===== config.mk =====
export PLATFORM = sky130hd
export DESIGN_NAME = rspt_front
export DESIGN_NICKNAME = d
export VERILOG_FILES = /design/src/rtl/rspt_pkg.sv /design/src/rtl/rspt_front.sv
export SDC_FILE = /design/constraint.sdc
export NUM_CORES = 1
export LEC_CHECK = 0
export ABC_AREA = 1
export BUFFER_PORTS_ARGS = -buffer_cell sky130_fd_sc_hd__buf_2
export CAP_MARGIN = 20
export CORE_UTILIZATION = 47
export DETAILED_ROUTE_END_ITERATION = 7
export GPL_ROUTABILITY_DRIVEN = 0
export HOLD_SLACK_MARGIN = 0.06
export PLACE_DENSITY = 0.76
export SETUP_SLACK_MARGIN = 0.05
export SYNTH_ARGS = -nofsm -noshare
export SYNTH_HDL_FRONTEND = slang
export SYNTH_SLANG_ARGS = --single-unit

===== constraint.sdc =====
create_clock -name clk_i -period 6.99 [get_ports clk_i]
set_clock_uncertainty 0.2 [all_clocks]
set_input_delay 0.3495 -clock clk_i [delete_from_list [all_inputs] [get_ports clk_i]]
set_output_delay 0.3495 -clock clk_i [all_outputs]
set_load 0.01 [all_outputs]

===== src/rtl/rspt_pkg.sv =====
// ----------------------------------------------------------------------------
// rspt_pkg: shared types and constants
// Item layout, back-end states, register indexes and status codes for the
// reset storm policy toggle.
// ----------------------------------------------------------------------------
`timescale 1ns / 1ps
`default_nettype none

package rspt_pkg;

  localparam int unsigned IN_DATA_W  = 136;
  localparam int unsigned OUT_DATA_W = 40;
  localparam int unsigned CFG_ADDR_W = 3;
  localparam int unsigned CFG_DATA_W = 32;

  typedef enum logic {
    OP_EVENT = 1'b0,
    OP_RANGE = 1'b1
  } op_e;

  typedef enum logic [CFG_ADDR_W-1:0] {
    CFG_OFF_COUNT = 3'd0,
    CFG_OFF_TIME  = 3'd1,
    CFG_ON_COUNT  = 3'd2,
    CFG_ON_TIME   = 3'd3,
    CFG_RANGE_CNT = 3'd4
  } cfg_idx_e;

  localparam logic [1:0] ST_ALREADY_ON  = 2'd0;
  localparam logic [1:0] ST_ALREADY_OFF = 2'd1;
  localparam logic [1:0] ST_TURNED_OFF  = 2'd2;
  localparam logic [1:0] ST_TURNED_ON   = 2'd3;

  typedef struct packed {
    op_e         op;
    logic [31:0] module_id;
    logic [31:0] event_time;
    logic [3:0]  range_index;
    logic [31:0] range_first;
    logic [31:0] range_last;
  } item_t;

  typedef enum logic [2:0] {
    B_IDLE,
    B_PREP,
    B_WALK,
    B_EVAL,
    B_RESULT
  } back_state_e;

endpackage

`default_nettype wire


===== src/rtl/rspt_front.sv =====
// ----------------------------------------------------------------------------
// rspt_front: input stage
// Takes input transfers, unpacks them into items and holds them in a
// two-entry queue for the back end.
// ----------------------------------------------------------------------------
`timescale 1ns / 1ps
`default_nettype none

module rspt_front (
  input  wire logic                           clk_i,
  input  wire logic                           rst_ni,
  input  wire logic                           s_tvalid_i,
  output logic                                s_tready_o,
  input  wire logic [rspt_pkg::IN_DATA_W-1:0] s_tdata_i,
  input  wire logic                           s_tuser_i,
  output logic                                q_valid_o,
  input  wire logic                           q_ready_i,
  output rspt_pkg::item_t                     q_item_o
);
  import rspt_pkg::*;

  item_t      mem_q [2];
  logic       wr_ptr_q, rd_ptr_q;
  logic [1:0] cnt_q;
  logic       push, pop;
  item_t      in_item;

  always_comb begin
    in_item.op          = op_e'(s_tuser_i);
    in_item.module_id   = s_tdata_i[31:0];
    in_item.event_time  = s_tdata_i[63:32];
    in_item.range_index = s_tdata_i[67:64];
    in_item.range_first = s_tdata_i[99:68];
    in_item.range_last  = s_tdata_i[131:100];
  end

  assign s_tready_o = (cnt_q != 2'd2);
  assign q_valid_o  = (cnt_q != 2'd0);
  assign q_item_o   = mem_q[rd_ptr_q];
  assign push       = s_tvalid_i && s_tready_o;
  assign pop        = q_valid_o && q_ready_i;

  always_ff @(posedge clk_i) begin
    if (push) begin
      mem_q[wr_ptr_q] <= in_item;
    end
  end

  always_ff @(posedge clk_i or negedge rst_ni) begin
    if (!rst_ni) begin
      wr_ptr_q <= 1'b0;
      rd_ptr_q <= 1'b0;
      cnt_q    <= 2'd0;
    end else begin
      if (push) wr_ptr_q <= ~wr_ptr_q;
      if (pop)  rd_ptr_q <= ~rd_ptr_q;
      cnt_q <= cnt_q + {1'b0, push} - {1'b0, pop};
    end
  end

endmodule

`default_nettype wire


==> summary.txt <==
Status
  – Status: complete, no violations

Cells and area
  – Most frequent cells in the layout: 412 x nand2_1, 271 x buf_2, 266 x edfxtp_1
  – Post-Layout Cell Count: 1431
  – Area Overhead vs Synth: 38.1%
  – Area of the multi-input gates: 1600 um2
  – Most common cell after layout, fill and taps aside: nand2_1
  – Ant. Diodes: 0
  – Layout cells sized above 1: 27.5%
  – Register area: 8090 um2
  – # nets final: 1284
  – Fillers: 1374

Timing
  – Final Slew Violations: 0
  – Fin crit share: 51.1%
  – Min Clock Period, post-route: 3570 ps
  – Count of final hold-check violations: 0
  – Least-Margin Pin Slew: 985 ps
  – FMAX: 0.280 GHz
  – Worst rel slew slack: 34.3%
  – RSZ-0062 raised after global routing: no
  – Final Setup Violations: 0
  – Setup TNS: 0 ps

Setup path
  – R2R depth: 5
  – Crit-path cells: inv_4 -> buf_4 -> nand2_1 -> nand2_1 -> buf_2
  – Slowest CP cell: buf_4
  – Worst-path fanout max: 75
  – Worst path bufs/invs: 3
  – RR Endpoint: mem_q[0][121]
  – WP data arrival: 3020 ps
  – Data required time of the worst path: 6440 ps
  – Delay-heaviest family, CP: buffers and inverters
  – Worst Setup End Kind: output port
  – Critical path launch point type: flip-flop
  – Kind of critical path: flip-flop to output port
  – R2r startpoint: wr_ptr_q
  – Reg2Reg Setup Slack: 4450 ps
  – Most frequent cell on the critical path: nand2_1
  – CP peak stage delay: 750 ps

GRT
  – GR Overflow Total: 0
  – Overall Global Routing Usage: 20.6%
  – Initial antenna violation count: 0
  – Pin count of the biggest net entering global routing: 89
  – First-pass GRT wire length: 35.0 mm
  – Vias in the first global route: 6831

Power and ir drop
  – Worst vdd ir: 0.266 mV
  – Pwr/cell area: 388 nW/um2
  – P_leak: 5.89 nW
  – Pwr Total: 5.29 mW

Clock tree
  – Clock transition at the registers of the reported paths: 60 ps
  – Root Driver: clkbuf_16
  – H-tree depth: 1
  – Clk sinks: 270
  – CTS tree: done
  – Worst-Skew Late Latency: 520 ps
  – Post_cts resized: 0
  – CTS Buf Count: 27
  – Post-CTS Repair Setup Buffers: 0
  – Max Root-Sink Buffers: 3

Logic synthesis
  – Register bit total from synthesis: 270
  – Syn avg cell area: 13.6 um2
  – Area leader, netlist: edfxtp_1
  – Synth Warn #: 0
  – Top post-synthesis cells by area: edfxtp_1 81%, nand2_1 16%, buf_2 1.0%, dfrtp_1 1.0%, buf_4 0.53%
  – Synth Instances: 726
  – Sequential share of the synthesized area: 81.8%
  – Cell area after synthesis: 9890 um2
  – Syn_nets: 869
  – Yosys cell types: 11
  – Area share of the largest cell type after synthesis: 80.8%

Flow run
  – Number of max-cap violations: 0

Floorplan
  – IO Count: 276
  – Starting Density: 48.4%
  – Cell Rows: 52
  – Die area: 21600 um2
  – DIE WIDTH: 147 um
  – Die Y: 147 um
  – Core Box Area: 20400 um2

Placement
  – Number of I/O port buffers: 271
  – Placed Cells: 1245
  – Dpl hpwl: 12.7 mm

Drt
  – Vias: 6806
  – Routed len/inst: 15.8 um
  – Post-route ant nets: 0
  – Routed WL: 22.6 mm
  – Drt pass-1 iters: 5
  – Number of vias per cell: 4.76
  – 1st-iter DRT viols: 321
  – Number of remaining DRC errors: 0

Worst hold path
  – Worst hold stages: 2
  – Endpoint with the worst hold slack: wr_ptr_q
  – HP Start: wr_ptr_q
  – HP Class: flip-flop to flip-flop
==> where the power goes <==
group	leakage [nW]	switching, mW	internal (mW)
combinational	2.98	1.12	0.564
sequential	2.52	0.125	2.21
clock	0.386	0.571	0.707
==> worst min-delay path, delay by kind of cell, from the launching register on <==
family / cells / cell delay, ps
flip-flops: 1 / 340
AND/OR/NAND/NOR: 2 / 110
==> routing by layer <==
| metal | global-route usage [%] | routed length, um | vias up |
|---|---|---|---|
| met5 | 0 | 0 | - |
| met4 | 5.52 | 423 | 0 |
| met3 | 5.37 | 1870 | 37 |
| met2 | 35.6 | 11500 | 278 |
| met1 | 25.7 | 8730 | 3218 |
| li1 | - | - | 3273 |
==> worst max path at each step <==
stage,from,end,slack (ps),cells past startpoint
after detailed placement,rd_ptr_q,q_item_o[10],3910,5
after global routing,rd_ptr_q,q_item_o[63],3200,5
after floorplan,cnt_q[1],mem_q[1][0],2260,3
after global placement,rd_ptr_q,q_item_o[10],3960,5
after CTS,rd_ptr_q,q_item_o[10],3340,5
final,rd_ptr_q,q_item_o[63],3420,5
==> cells in the mapped netlist <==
cell type,n
buf_2,20
buf_4,7
buf_6,2
dfrtp_1,4
edfxtp_1,266
ha_1,2
inv_1,8
inv_4,1
nand2_1,412
nand3_1,3
nor2_1,1
==> flip-flops by register name, summed over array words and instances, names as in the netlist <==
name,cells
mem_q,266
rd_ptr_q,1
cnt_q,2
wr_ptr_q,1
==> repair_timing <==
| action | in CTS | in global routing |
|---|---|---|
| endpoints found under the hold margin | 272 | 0 |
| hold buffers | 137 | 0 |
| setup endpoints to repair | 0 | 0 |
==> area by class of cell <==
cell class	count	share of cell area, %
Clock buffer	31	5.06
Clock inverter	18	0.687
Inverter	9	0.302
Multi-Input combinational cell	418	11.7
Sequential cell	270	59.3
Tap cell	270	2.47
Timing Repair Buffer	415	20.5
==> metrics by stage <==
| step | hold slack (ps) | setup WS, ps | area, um2 | utilization [%] |
|---|---|---|---|---|
| finish | 277 | 3420 | 13700 | 66.8 |
| global route | 320 | 3200 | 13700 | 66.8 |
| CTS | 285 | 3340 | 13700 | 66.8 |
| detailed placement | -32.0 | 3910 | 11500 | 56.3 |
| global placement | -38.5 | 3960 | 11500 | 56.1 |
| floorplan | -146 | 2260 | 9890 | - |
==> kinds of logic (layout without fill, tap and decap cells) <==
kind of cell	Yosys count	after routing	share of synthesized area [%]
simple gates	416	416	15.8
buf+inv	38	473	2.14
flops	270	270	81.8
fa+ha+maj	2	2	0.253
Power figures use the tool's default switching activity.
